===== src/hw/rtl/ber_oid_pkg.sv =====
package ber_oid_pkg;

    // Content buffer depth and the widths that follow from it.
    localparam int CONTENT_DEPTH = 32;
    localparam int ADDR_W        = $clog2(CONTENT_DEPTH);
    localparam int LEN_W         = 6;

    // Field widths.
    localparam int ARC_W  = 32;
    localparam int BYTE_W = 8;

    // Base-128 digits: the first subidentifier 40*X+Y needs 38 bits,
    // which is six groups of seven bits.
    localparam int GROUP_W = 7;
    localparam int GROUPS  = 6;
    localparam int SUB_W   = 38;
    localparam int SH_W    = GROUP_W * GROUPS;
    localparam int CNT_W   = 3;

    localparam logic [BYTE_W-1:0] OID_TAG = 8'h06;

    typedef enum logic [2:0] {
        ST_IDLE,
        ST_LOAD,
        ST_ENC,
        ST_TAG,
        ST_LEN,
        ST_DATA
    } t_state;

    // Control from the sequencer to the content buffer.
    typedef struct packed {
        logic clear;
        logic advance;
    } t_store_ctrl;

    // Status from the content buffer back to the sequencer.
    typedef struct packed {
        logic [LEN_W-1:0]  len;
        logic              ovf;
        logic [BYTE_W-1:0] rd_data;
        logic              rd_last;
    } t_store_stat;

endpackage


===== src/hw/rtl/ber_oid_digits.sv =====
module ber_oid_digits (
    input  logic                          i_clk,
    input  logic                          i_rst_n,
    input  logic                          i_start,
    input  logic [ber_oid_pkg::SUB_W-1:0] i_value,
    output logic                          o_valid,
    output logic                          o_last,
    output logic [ber_oid_pkg::BYTE_W-1:0] o_byte
);

    logic [ber_oid_pkg::SH_W-1:0]  r_sh;
    logic [ber_oid_pkg::SH_W-1:0]  n_sh;
    logic [ber_oid_pkg::SH_W-1:0]  w_pad;
    logic [ber_oid_pkg::CNT_W-1:0] r_left;
    logic [ber_oid_pkg::CNT_W-1:0] w_groups;

    assign w_pad = {{(ber_oid_pkg::SH_W - ber_oid_pkg::SUB_W){1'b0}}, i_value};

    // Number of groups in the minimal encoding: one past the highest
    // nonzero group, and never less than one.
    always_comb begin
        w_groups = ber_oid_pkg::CNT_W'(1);
        for (int k = 0; k < ber_oid_pkg::GROUPS; k++) begin
            if (|w_pad[k*ber_oid_pkg::GROUP_W +: ber_oid_pkg::GROUP_W]) begin
                w_groups = ber_oid_pkg::CNT_W'(k + 1);
            end
        end
    end

    // Left-align the value so that the leading group sits at the top.
    always_comb begin
        n_sh = w_pad;
        for (int k = 1; k <= ber_oid_pkg::GROUPS; k++) begin
            if (w_groups == ber_oid_pkg::CNT_W'(k)) begin
                n_sh = w_pad << (ber_oid_pkg::GROUP_W * (ber_oid_pkg::GROUPS - k));
            end
        end
    end

    always_ff @(posedge i_clk) begin
        if (!i_rst_n) begin
            r_left <= '0;
        end else if (i_start) begin
            r_left <= w_groups;
        end else if (r_left != '0) begin
            r_left <= r_left - ber_oid_pkg::CNT_W'(1);
        end
    end

    always_ff @(posedge i_clk) begin
        if (i_start) begin
            r_sh <= n_sh;
        end else begin
            r_sh <= r_sh << ber_oid_pkg::GROUP_W;
        end
    end

    assign o_valid = (r_left != '0);
    assign o_last  = (r_left == ber_oid_pkg::CNT_W'(1));
    assign o_byte  = {!o_last, r_sh[ber_oid_pkg::SH_W-1 -: ber_oid_pkg::GROUP_W]};

endmodule


===== src/hw/rtl/ber_oid_content.sv =====
module ber_oid_content (
    input  logic                            i_clk,
    input  logic                            i_rst_n,
    input  logic                            i_push,
    input  logic [ber_oid_pkg::BYTE_W-1:0]  i_byte,
    input  ber_oid_pkg::t_store_ctrl        i_ctrl,
    output ber_oid_pkg::t_store_stat        o_stat
);

    logic [ber_oid_pkg::BYTE_W-1:0] r_mem [ber_oid_pkg::CONTENT_DEPTH];
    logic [ber_oid_pkg::LEN_W-1:0]  r_len;
    logic                           r_ovf;
    logic [ber_oid_pkg::ADDR_W-1:0] r_rd_ptr;
    logic [ber_oid_pkg::ADDR_W-1:0] n_rd_ptr;
    logic [ber_oid_pkg::BYTE_W-1:0] r_rd_data;
    logic                           w_room;

    assign w_room = (r_len < ber_oid_pkg::LEN_W'(ber_oid_pkg::CONTENT_DEPTH));

    always_comb begin
        if (i_ctrl.clear) begin
            n_rd_ptr = '0;
        end else if (i_ctrl.advance) begin
            n_rd_ptr = r_rd_ptr + ber_oid_pkg::ADDR_W'(1);
        end else begin
            n_rd_ptr = r_rd_ptr;
        end
    end

    always_ff @(posedge i_clk) begin
        if (!i_rst_n) begin
            r_len    <= '0;
            r_ovf    <= 1'b0;
            r_rd_ptr <= '0;
        end else begin
            r_rd_ptr <= n_rd_ptr;
            if (i_ctrl.clear) begin
                r_len <= '0;
                r_ovf <= 1'b0;
            end else if (i_push) begin
                if (w_room) begin
                    r_len <= r_len + ber_oid_pkg::LEN_W'(1);
                end else begin
                    r_ovf <= 1'b1;
                end
            end
        end
    end

    // Write port, and a read port that follows the next read pointer so
    // the read data always matches the current pointer.
    always_ff @(posedge i_clk) begin
        if (i_push && w_room) begin
            r_mem[r_len[ber_oid_pkg::ADDR_W-1:0]] <= i_byte;
        end
        r_rd_data <= r_mem[n_rd_ptr];
    end

    assign o_stat.len     = r_len;
    assign o_stat.ovf     = r_ovf;
    assign o_stat.rd_data = r_rd_data;
    assign o_stat.rd_last = ((ber_oid_pkg::LEN_W'(r_rd_ptr) + ber_oid_pkg::LEN_W'(1)) == r_len);

endmodule


===== src/hw/rtl/ber_oid_encoder.sv =====
// Channel  | Direction | Handshake                | Payload
// arc      | in        | i_in_valid / o_in_stall  | i_arc_value[31:0], i_final_arc
// byte     | out       | o_out_valid / i_out_stall | o_out_byte[7:0], o_end_of_value,
//          |           |                          | o_overflowed
//
// A request that is not the last arc stalls the input through ST_LOAD and then ST_ENC,
// where ST_ENC holds for each of the G (one to six) base-128 groups of the
// subidentifier; a first arc that is not final is only stored, with no stall. The
// digit shifter emits one group per cycle into the content buffer.
// A final arc then sends the tag, the length and one content byte per
// cycle from the buffer's single read port while the output is not stalled.
// Reset is synchronous and active low; the buffer needs no clearing pass.
// A stalled output holds its register and pauses the drain sequence.
module ber_oid_encoder (
    input  logic                             i_clk,
    input  logic                             i_rst_n,
    input  logic                             i_in_valid,
    output logic                             o_in_stall,
    input  logic [ber_oid_pkg::ARC_W-1:0]    i_arc_value,
    input  logic                             i_final_arc,
    output logic                             o_out_valid,
    input  logic                             i_out_stall,
    output logic [ber_oid_pkg::BYTE_W-1:0]   o_out_byte,
    output logic                             o_end_of_value,
    output logic                             o_overflowed
);

    ber_oid_pkg::t_state      r_state;
    ber_oid_pkg::t_state      n_state;
    ber_oid_pkg::t_store_ctrl w_ctrl;
    ber_oid_pkg::t_store_stat w_stat;

    logic [1:0]                        r_arcs_seen;
    logic [ber_oid_pkg::ARC_W-1:0]     r_first;
    logic [ber_oid_pkg::SUB_W-1:0]     r_sub;
    logic [ber_oid_pkg::SUB_W-1:0]     n_sub;
    logic                              r_final;

    logic                              r_out_valid;
    logic [ber_oid_pkg::BYTE_W-1:0]    r_out_byte;
    logic                              r_out_eov;
    logic                              r_out_ovf;

    logic                              w_in_acc;
    logic                              w_out_load;
    logic                              w_emit;
    logic [ber_oid_pkg::BYTE_W-1:0]    w_byte;
    logic                              w_eov;
    logic                              w_start;

    logic                              w_dig_valid;
    logic                              w_dig_last;
    logic [ber_oid_pkg::BYTE_W-1:0]    w_dig_byte;

    assign w_in_acc   = i_in_valid && !o_in_stall;
    assign w_out_load = !r_out_valid || !i_out_stall;

    // The second arc joins the first as 40*X+Y; 40*X is 32*X plus 8*X.
    // Later arcs pass through unchanged.
    always_comb begin
        if (r_arcs_seen == 2'd1) begin
            n_sub = ber_oid_pkg::SUB_W'(i_arc_value)
                  + ber_oid_pkg::SUB_W'({r_first, 5'b0})
                  + ber_oid_pkg::SUB_W'({r_first, 3'b0});
        end else begin
            n_sub = ber_oid_pkg::SUB_W'(i_arc_value);
        end
    end

    // Next-state logic.
    always_comb begin
        n_state = r_state;
        unique case (r_state)
            ber_oid_pkg::ST_IDLE: begin
                if (w_in_acc) begin
                    if (r_arcs_seen == 2'd0) begin
                        n_state = i_final_arc ? ber_oid_pkg::ST_TAG : ber_oid_pkg::ST_IDLE;
                    end else begin
                        n_state = ber_oid_pkg::ST_LOAD;
                    end
                end
            end
            ber_oid_pkg::ST_LOAD: begin
                n_state = ber_oid_pkg::ST_ENC;
            end
            ber_oid_pkg::ST_ENC: begin
                if (w_dig_valid && w_dig_last) begin
                    n_state = r_final ? ber_oid_pkg::ST_TAG : ber_oid_pkg::ST_IDLE;
                end
            end
            ber_oid_pkg::ST_TAG: begin
                if (w_out_load) begin
                    n_state = ber_oid_pkg::ST_LEN;
                end
            end
            ber_oid_pkg::ST_LEN: begin
                if (w_out_load) begin
                    n_state = (w_stat.len == '0) ? ber_oid_pkg::ST_IDLE
                                                 : ber_oid_pkg::ST_DATA;
                end
            end
            ber_oid_pkg::ST_DATA: begin
                if (w_out_load && w_stat.rd_last) begin
                    n_state = ber_oid_pkg::ST_IDLE;
                end
            end
            default: begin
                n_state = ber_oid_pkg::ST_IDLE;
            end
        endcase
    end

    // Output logic. With a single arc nothing was ever pushed, so the
    // normal path already gives the tag and a zero length with no overflow.
    always_comb begin
        o_in_stall     = 1'b1;
        w_start        = 1'b0;
        w_emit         = 1'b0;
        w_byte         = ber_oid_pkg::OID_TAG;
        w_eov          = 1'b0;
        w_ctrl.clear   = 1'b0;
        w_ctrl.advance = 1'b0;
        unique case (r_state)
            ber_oid_pkg::ST_IDLE: begin
                o_in_stall = 1'b0;
            end
            ber_oid_pkg::ST_LOAD: begin
                w_start = 1'b1;
            end
            ber_oid_pkg::ST_ENC: begin
                w_start = 1'b0;
            end
            ber_oid_pkg::ST_TAG: begin
                w_emit = 1'b1;
            end
            ber_oid_pkg::ST_LEN: begin
                w_emit       = 1'b1;
                w_byte       = ber_oid_pkg::BYTE_W'(w_stat.len);
                w_eov        = (w_stat.len == '0);
                w_ctrl.clear = w_out_load && (w_stat.len == '0);
            end
            ber_oid_pkg::ST_DATA: begin
                w_emit         = 1'b1;
                w_byte         = w_stat.rd_data;
                w_eov          = w_stat.rd_last;
                w_ctrl.advance = w_out_load;
                w_ctrl.clear   = w_out_load && w_stat.rd_last;
            end
            default: begin
                o_in_stall = 1'b1;
            end
        endcase
    end

    always_ff @(posedge i_clk) begin
        if (!i_rst_n) begin
            r_state     <= ber_oid_pkg::ST_IDLE;
            r_arcs_seen <= 2'd0;
            r_out_valid <= 1'b0;
        end else begin
            r_state <= n_state;
            if (w_ctrl.clear) begin
                r_arcs_seen <= 2'd0;
            end else if (w_in_acc && r_arcs_seen != 2'd2) begin
                r_arcs_seen <= r_arcs_seen + 2'd1;
            end
            if (w_out_load) begin
                r_out_valid <= w_emit;
            end
        end
    end

    // Request payload and the output register's payload.
    always_ff @(posedge i_clk) begin
        if (w_in_acc) begin
            r_sub   <= n_sub;
            r_final <= i_final_arc;
            if (r_arcs_seen == 2'd0) begin
                r_first <= i_arc_value;
            end
        end
        if (w_out_load && w_emit) begin
            r_out_byte <= w_byte;
            r_out_eov  <= w_eov;
            r_out_ovf  <= w_stat.ovf;
        end
    end

    ber_oid_digits u_digits (
        .i_clk   (i_clk),
        .i_rst_n (i_rst_n),
        .i_start (w_start),
        .i_value (r_sub),
        .o_valid (w_dig_valid),
        .o_last  (w_dig_last),
        .o_byte  (w_dig_byte)
    );

    ber_oid_content u_content (
        .i_clk   (i_clk),
        .i_rst_n (i_rst_n),
        .i_push  (w_dig_valid),
        .i_byte  (w_dig_byte),
        .i_ctrl  (w_ctrl),
        .o_stat  (w_stat)
    );

    assign o_out_valid    = r_out_valid;
    assign o_out_byte     = r_out_byte;
    assign o_end_of_value = r_out_eov;
    assign o_overflowed   = r_out_ovf;

endmodule


===== config.mk =====
export PLATFORM = sky130hd
export DESIGN_NAME = ber_oid_encoder
export DESIGN_NICKNAME = d
export VERILOG_FILES = /design/src/hw/rtl/ber_oid_pkg.sv /design/src/hw/rtl/ber_oid_digits.sv /design/src/hw/rtl/ber_oid_content.sv /design/src/hw/rtl/ber_oid_encoder.sv
export SDC_FILE = /design/constraint.sdc
export NUM_CORES = 1
export LEC_CHECK = 0
export BUFFER_PORTS_ARGS = -buffer_cell sky130_fd_sc_hd__clkbuf_2
export CAP_MARGIN = 20
export CORE_MARGIN = 5
export CORE_UTILIZATION = 25
export DETAILED_ROUTE_END_ITERATION = 10
export SKIP_LAST_GASP = 1
export SLEW_MARGIN = 30
export SYNTH_ARGS = -nofsm -noshare
export SYNTH_HDL_FRONTEND = slang
export SYNTH_SLANG_ARGS = --single-unit

===== constraint.sdc =====
create_clock -name i_clk -period 4.9 [get_ports i_clk]
set_clock_uncertainty 0.1 [all_clocks]
set_input_delay 0.735 -clock i_clk [delete_from_list [all_inputs] [get_ports i_clk]]
set_output_delay 0.735 -clock i_clk [all_outputs]
set_load 0.01 [all_outputs]

After elaboration in Yosys (flattened, before gate mapping)
Memories as Yosys holds them, arrays and structs flattened. A register that Yosys moved wholly into a read port is not among the register bits.
Index checks and enable logic that the tools add are counted.
{"block": "op_classes", "n_addsub": 7, "n_lt_le_gt_ge": 1, "n_eq_ne": 20, "n_mux": 36, "bitwise_logic": 2, "reduce_logical": 27}
{"operator": "$mux 42", "count": 7}
{"operator": "$add 32x37->38", "count": 1}
{"operator": "$add 38x35->38", "count": 1}
{"operator": "$mux 3", "count": 12}
{"operator": "$mux 32", "count": 1}
{"operator": "$reduce_or 7->1", "count": 4}
{"operator": "$pmux 3 s6", "count": 1}
{"operator": "$pmux 8 s2", "count": 1}
{"operator": "$eq 3x3->1 const B", "count": 5}
{"operator": "$eq 3x2->1 const B", "count": 4}
{"operator": "$ne 2x2->1 const B", "count": 6}
{"operator": "$mux 5", "count": 2}
{"operator": "$eq 3x1->1 const B", "count": 3}
{"operator": "$mux 2", "count": 4}
{"operator": "$logic_and 1x1->1", "count": 7}
{"operator": "$add 5x1->6 const B", "count": 1}
{"operator": "$add 6x1->6 const B", "count": 1}
{"operator": "$eq 6x6->1", "count": 1}
{"operator": "$logic_not 6->1", "count": 1}
{"operator": "$lt 6x6->1 const B", "count": 1}
{"operator": "$mux 1", "count": 6}
{"operator": "$reduce_and 2->1", "count": 3}
{"operator": "$reduce_or 3->1", "count": 2}
{"operator": "$add 5x1->5 const B", "count": 1}
{"operator": "13 further kinds", "count": 17}
{"block": "totals", "regBits": 144, "ram_bits": 256, "wordCells": 110, "mem_count": 1}
{"memory": "u_content.r_mem", "words": 32, "word_bits": 8, "read_ports": 1, "rd_ports_with_merged_regs": 1, "write_ports": 1, "line": "ber_oid_content.sv:10", "rtl": "logic [ber_oid_pkg::BYTE_W-1:0] r_mem [ber_oid_pkg::CONTENT_DEPTH];"}

Logic depth before layout (Yosys ltp)
{"block": "logic_depth", "ltp_word": 14, "ltp_mapped": 15, "ltp_nobuf": 13}

Modules after synthesis
Synthesis repeated with hierarchy kept, for this count alone.
{"block": "hier_totals", "cells_unflattened": 1593, "hier_area_um2": 19685.1}
{"mod": "ber_oid_content", "n_inst": 1, "cells_per_inst": 773, "area_per_inst_um2": 11265.8, "seq_area_each_um2": 8087.8}
{"mod": "ber_oid_encoder", "n_inst": 1, "cells_per_inst": 479, "area_per_inst_um2": 5734.2, "seq_area_each_um2": 2552.4}
{"mod": "ber_oid_digits", "n_inst": 1, "cells_per_inst": 341, "area_per_inst_um2": 2685.1, "seq_area_each_um2": 900.9}

Worst setup path after synthesis
Ideal clock, no wire load.
{"block": "synth_timing", "kind": "input-to-reg", "start": "input port i_arc_value[5] (netlist bit)", "end": "register r_sub[34] (netlist bit) (data pin)", "setup_ns": 0.267, "arrival_time_ns": 3.553, "t_required_ns": 4.533, "path_slack_ns": 0.980, "path_stages": 13, "n_path_buf": 0, "path_cell_list": "inv_1 > fa_1 > inv_1 > fa_1 > a21o_1 > a21oi_1 > o21bai_1 > o211ai_1 > o211ai_1 > a41oi_1 > o21ai_0 > a221oi_1 > mux2i_1"}
{"block": "synth_via", "elab_chain_len": 2}
{"element": "start: declaration", "line": "ber_oid_encoder.sv:19", "rtl": "input logic [ber_oid_pkg::ARC_W-1:0] i_arc_value,"}
{"element": "$add 32x37->38", "line": "ber_oid_encoder.sv:63", "rtl": "+ ber_oid_pkg::SUB_W'({r_first, 5'b0})"}
{"element": "$add 38x35->38", "line": "ber_oid_encoder.sv:64", "rtl": "+ ber_oid_pkg::SUB_W'({r_first, 3'b0});"}
{"element": "end signal: assignment", "line": "ber_oid_encoder.sv:176", "rtl": "r_sub <= n_sub;"}
{"element": "end: declaration", "line": "ber_oid_encoder.sv:35", "rtl": "logic [ber_oid_pkg::SUB_W-1:0] r_sub;"}
Every way passes these cells.
A chain may end at the register's enable or synchronous reset.

Final worst setup path
{"block": "layout_timing", "start": "register u_content.r_rd_ptr[0] (netlist bit)", "end": "register u_content.r_rd_data[0] (netlist bit), read port of u_content.r_mem"}
{"block": "layout_via", "elab_chain_len": 5, "word_cells_on_any_way": 7}
{"element": "start: declaration", "line": "ber_oid_content.sv:13", "rtl": "logic [ber_oid_pkg::ADDR_W-1:0] r_rd_ptr;"}
{"element": "start signal: assignment", "line": "ber_oid_content.sv:36", "rtl": "r_rd_ptr <= n_rd_ptr;"}
{"element": "$add 5x1->6", "line": "ber_oid_content.sv:62", "rtl": "assign o_stat.rd_last = ((ber_oid_pkg::LEN_W'(r_rd_ptr) + ber_oid_pkg::LEN_W'(1)) == r_len);"}
{"element": "$eq 6x6->1", "line": "ber_oid_content.sv:62"}
{"element": "$logic_and 1x1->1", "line": "ber_oid_encoder.sv:147", "rtl": "w_ctrl.clear = w_out_load && w_stat.rd_last;"}
{"element": "$pmux 1 s2", "line": "ber_oid_encoder.sv:123", "rtl": "unique case (r_state)"}
{"element": "$mux 5 *", "line": "ber_oid_content.sv:21", "rtl": "if (i_ctrl.clear) begin"}
{"element": "end: declaration", "line": "ber_oid_content.sv:15", "rtl": "logic [ber_oid_pkg::BYTE_W-1:0] r_rd_data;"}
Mark *: on every way between the ends. The rest lies on a longest branch, timed or not.

==> metrics.txt <==
worst-path fanout max 20; Slowest-stage cell, CP nand2_1; Mapped Cells 1540; CTS tree yes; initial antenna violation count 0; vias in the first global route 12840; Hold Slack 0.247 ns; Setup Buffers After CTS 0; warnings from Yosys 0; CP Launch Type flip-flop; crit path time final 4.35 ns; port bufs 48; final setup vio count 0; hold crit path type input port to flip-flop; critical path type flip-flop to flip-flop; via count 13056; drt pass-1 iters 5; Ant. Diodes 0; fin nets 1703; Slowest Stage Delay on Critical Path 0.66 ns; final worst slack 0.554 ns; Worst-Skew Late Latency 0.59 ns; status finished, final reports clean; fill cell count 7641; Worst slew margin 0.374; Least-Margin Pin Slew 0.936 ns; GP Congestion 0.875; WP data arrival 4.69 ns; worst-path cell chain ha_1 -> nand3_1 -> o21ai_0 -> o211ai_1 -> a21oi_1 -> o21ai_0 -> nand2_1 -> buf_4 -> a221o_1 -> a21oi_1 -> or4_1; Yosys reg bits 408; Max IR drop VDD 0.370 mV; DR DRC count 0; Max-cap violations 0; final HPWL from detailed placement 33.5 mm; Post-DRT Antenna Nets 0; post-synthesis sequential area ratio 0.603; largest net degree at the start of global routing 73; setup TNS 0 ns; Area growth syn-to-layout 15.8%; final period utilization 0.887; Num CTS Buffers 45; post_cts resized 0; count of final max-slew check failures 0; Worst-path clk slew 0.06 ns; Die Ht 287 um; FMAX 230 MHz; grt total ovfl 0; worst path bufs/invs 1; Post-synth ARST share 0; top_reg_cell synth edfxtp_1; Die ar. 82200 um2; Row Count 101; Root Driver clkbuf_16; Initial Util 0.252; Yosys cell types 69; layout cell share with drive strength beyond 1 0.138; Num Clock Sinks 408; Post-Syn Nets 1653; synthesized cell area 19100 um2; Avg Vias per Cell 4.92; DRT iter0 DRCs 1229; leakage 7.38 nW; Max H-tree Level 2; total power draw 12.6 mW; cell family with most CP delay compound AO/OA/AOI/OAI gates; Inst Count DP 2573; WL/cell 18.8 um; clk buf depth 3; total track usage 0.117; pwr/cell area 567 nW/um2; Fin. Hold Viols 0; RSZ-0062 raised after global routing no; CP required 5.25 ns; Finished Layout Cells 2655; area of the core 75900 um2; endpoint class of the critical path flip-flop; hold_buf cts 0; number of flops mapped to enable cells by yosys 337; die span in x 287 um; first-pass GRT wire length 76.6 mm; Setup WS pre-CTS 0.502 ns; io pins 49; syn_area_per_cell 12.4 um2; Routed WL 49.9 mm
## power by group
part           switching (mW)  internal (mW)
clock network            1.40           1.95
registers               0.494           4.66
logic                    2.46           1.63
total                    4.35           8.24
## placed cells by master (no fill, tap or decap), types with 21 or more instances in the layout
cell type / netlist / routed
edfxtp_1: 337 / 337
o22ai_1: 26 / 26
clkbuf_2: 1 / 48
a311o_1: 22 / 22
buf_4: 5 / 41
fa_1: 28 / 28
nand2_1: 147 / 147
inv_1: 22 / 22
mux2i_1: 23 / 23
dfxtp_1: 71 / 71
nor2_1: 116 / 116
nor3b_1: 26 / 26
nand3_1: 22 / 22
o221ai_1: 39 / 39
xnor2_1: 25 / 25
ha_1: 48 / 47
mux2_2: 25 / 25
clkbuf_16: 0 / 46
o21ai_0: 73 / 73
a21oi_1: 87 / 86
a211oi_1: 21 / 21
## logic make-up (layout without fill, tap and decap cells)
| kind of cell | after synthesis | in the layout | synth area share |
|---|---|---|---|
| simple gates | 435 | 435 | 0.110 |
| compound gates | 423 | 423 | 0.156 |
| flops | 408 | 408 | 0.603 |
| buf+inv | 111 | 196 | 0.0255 |
| fa+ha+maj | 76 | 76 | 0.0606 |
| mux | 48 | 48 | 0.0267 |
| xor+xnor | 39 | 39 | 0.0182 |
## cells in the mapped netlist, drive strengths merged, types with 7 or more instances
cell type | n | area [um2]
nand3b | 10 | 75.1
a221oi | 12 | 105
nor3 | 26 | 130
mux2 | 25 | 282
or4 | 9 | 67.6
o21ai | 74 | 370
nand2b | 9 | 56.3
inv | 22 | 82.6
buf | 31 | 186
o311ai | 7 | 61.3
xnor2 | 26 | 235
nor2 | 117 | 442
o21bai | 7 | 52.6
dfxtp | 71 | 1420
edfxtp | 337 | 10100
fa | 28 | 561
a21oi | 87 | 435
a31oi | 16 | 100
a221o | 19 | 190
nand3 | 22 | 110
and2 | 14 | 87.6
o21a | 14 | 105
mux2i | 23 | 230
and3 | 17 | 106
clkbuf | 58 | 219
a21o | 20 | 150
o211ai | 15 | 113
o22ai | 26 | 163
a211oi | 34 | 320
xor2 | 13 | 114
a41oi | 8 | 70.1
nor3b | 27 | 208
nand2 | 147 | 552
o221ai | 39 | 342
ha | 48 | 601
nor2b | 13 | 88.8
a311o | 22 | 220
## registers in the layout, summed over array words and instances, names as in the netlist
signal	count
r_arcs_seen	2
u_content.r_rd_ptr	5
o_end_of_value	1
o_out_valid	1
u_digits.r_left	3
r_first	32
u_content.r_rd_data	8
r_sub	38
o_out_byte	8
u_content.r_ovf	1
u_digits.r_sh	42
u_content.r_mem	256
o_overflowed	1
u_content.r_len	6
r_final	1
r_state	3
## area by class of cell
cell class | count | area, um2 | share of cell area
Sequential cell | 408 | 11500 | 0.520
Multi-Input combinational cell | 1021 | 7190 | 0.324
Tap cell | 1030 | 1290 | 0.0581
Clock buffer | 63 | 1240 | 0.0561
Timing Repair Buffer | 92 | 608 | 0.0274
Clock inverter | 19 | 220 | 0.00993
Inverter | 22 | 82.6 | 0.00372
## worst paths after layout
path	slack, ns	end	depth (start not counted)	start
max	0.55	u_content.r_rd_data[0]	11	u_content.r_rd_ptr[0]
min	0.25	r_first[5]	1	i_arc_value[5]
max reg2reg	0.55	u_content.r_rd_data[0]	11	u_content.r_rd_ptr[0]
min reg2reg	0.33	u_digits.r_sh[15]	2	u_digits.r_sh[8]
## per-layer routing
metal  part of all wire  global-route usage  vias up
met4              0.021              0.0310        0
met1               0.45               0.162     6497
li1                   -                   -     6027
met5                  0                   0        -
met3              0.059              0.0217       78
met2               0.47               0.191      454
## through the flow
| stage | utilization | area (um2) |
|---|---|---|
| 6_report | 0.292 | 22200 |
| 5_1_grt | 0.292 | 22200 |
| 2_1_floorplan | - | 19100 |
| 4_1_cts | 0.292 | 22200 |
| 3_3_place_gp | 0.272 | 20700 |
| 3_5_place_dp | 0.273 | 20700 |
Note: power is estimated with default switching activity, not from simulation.
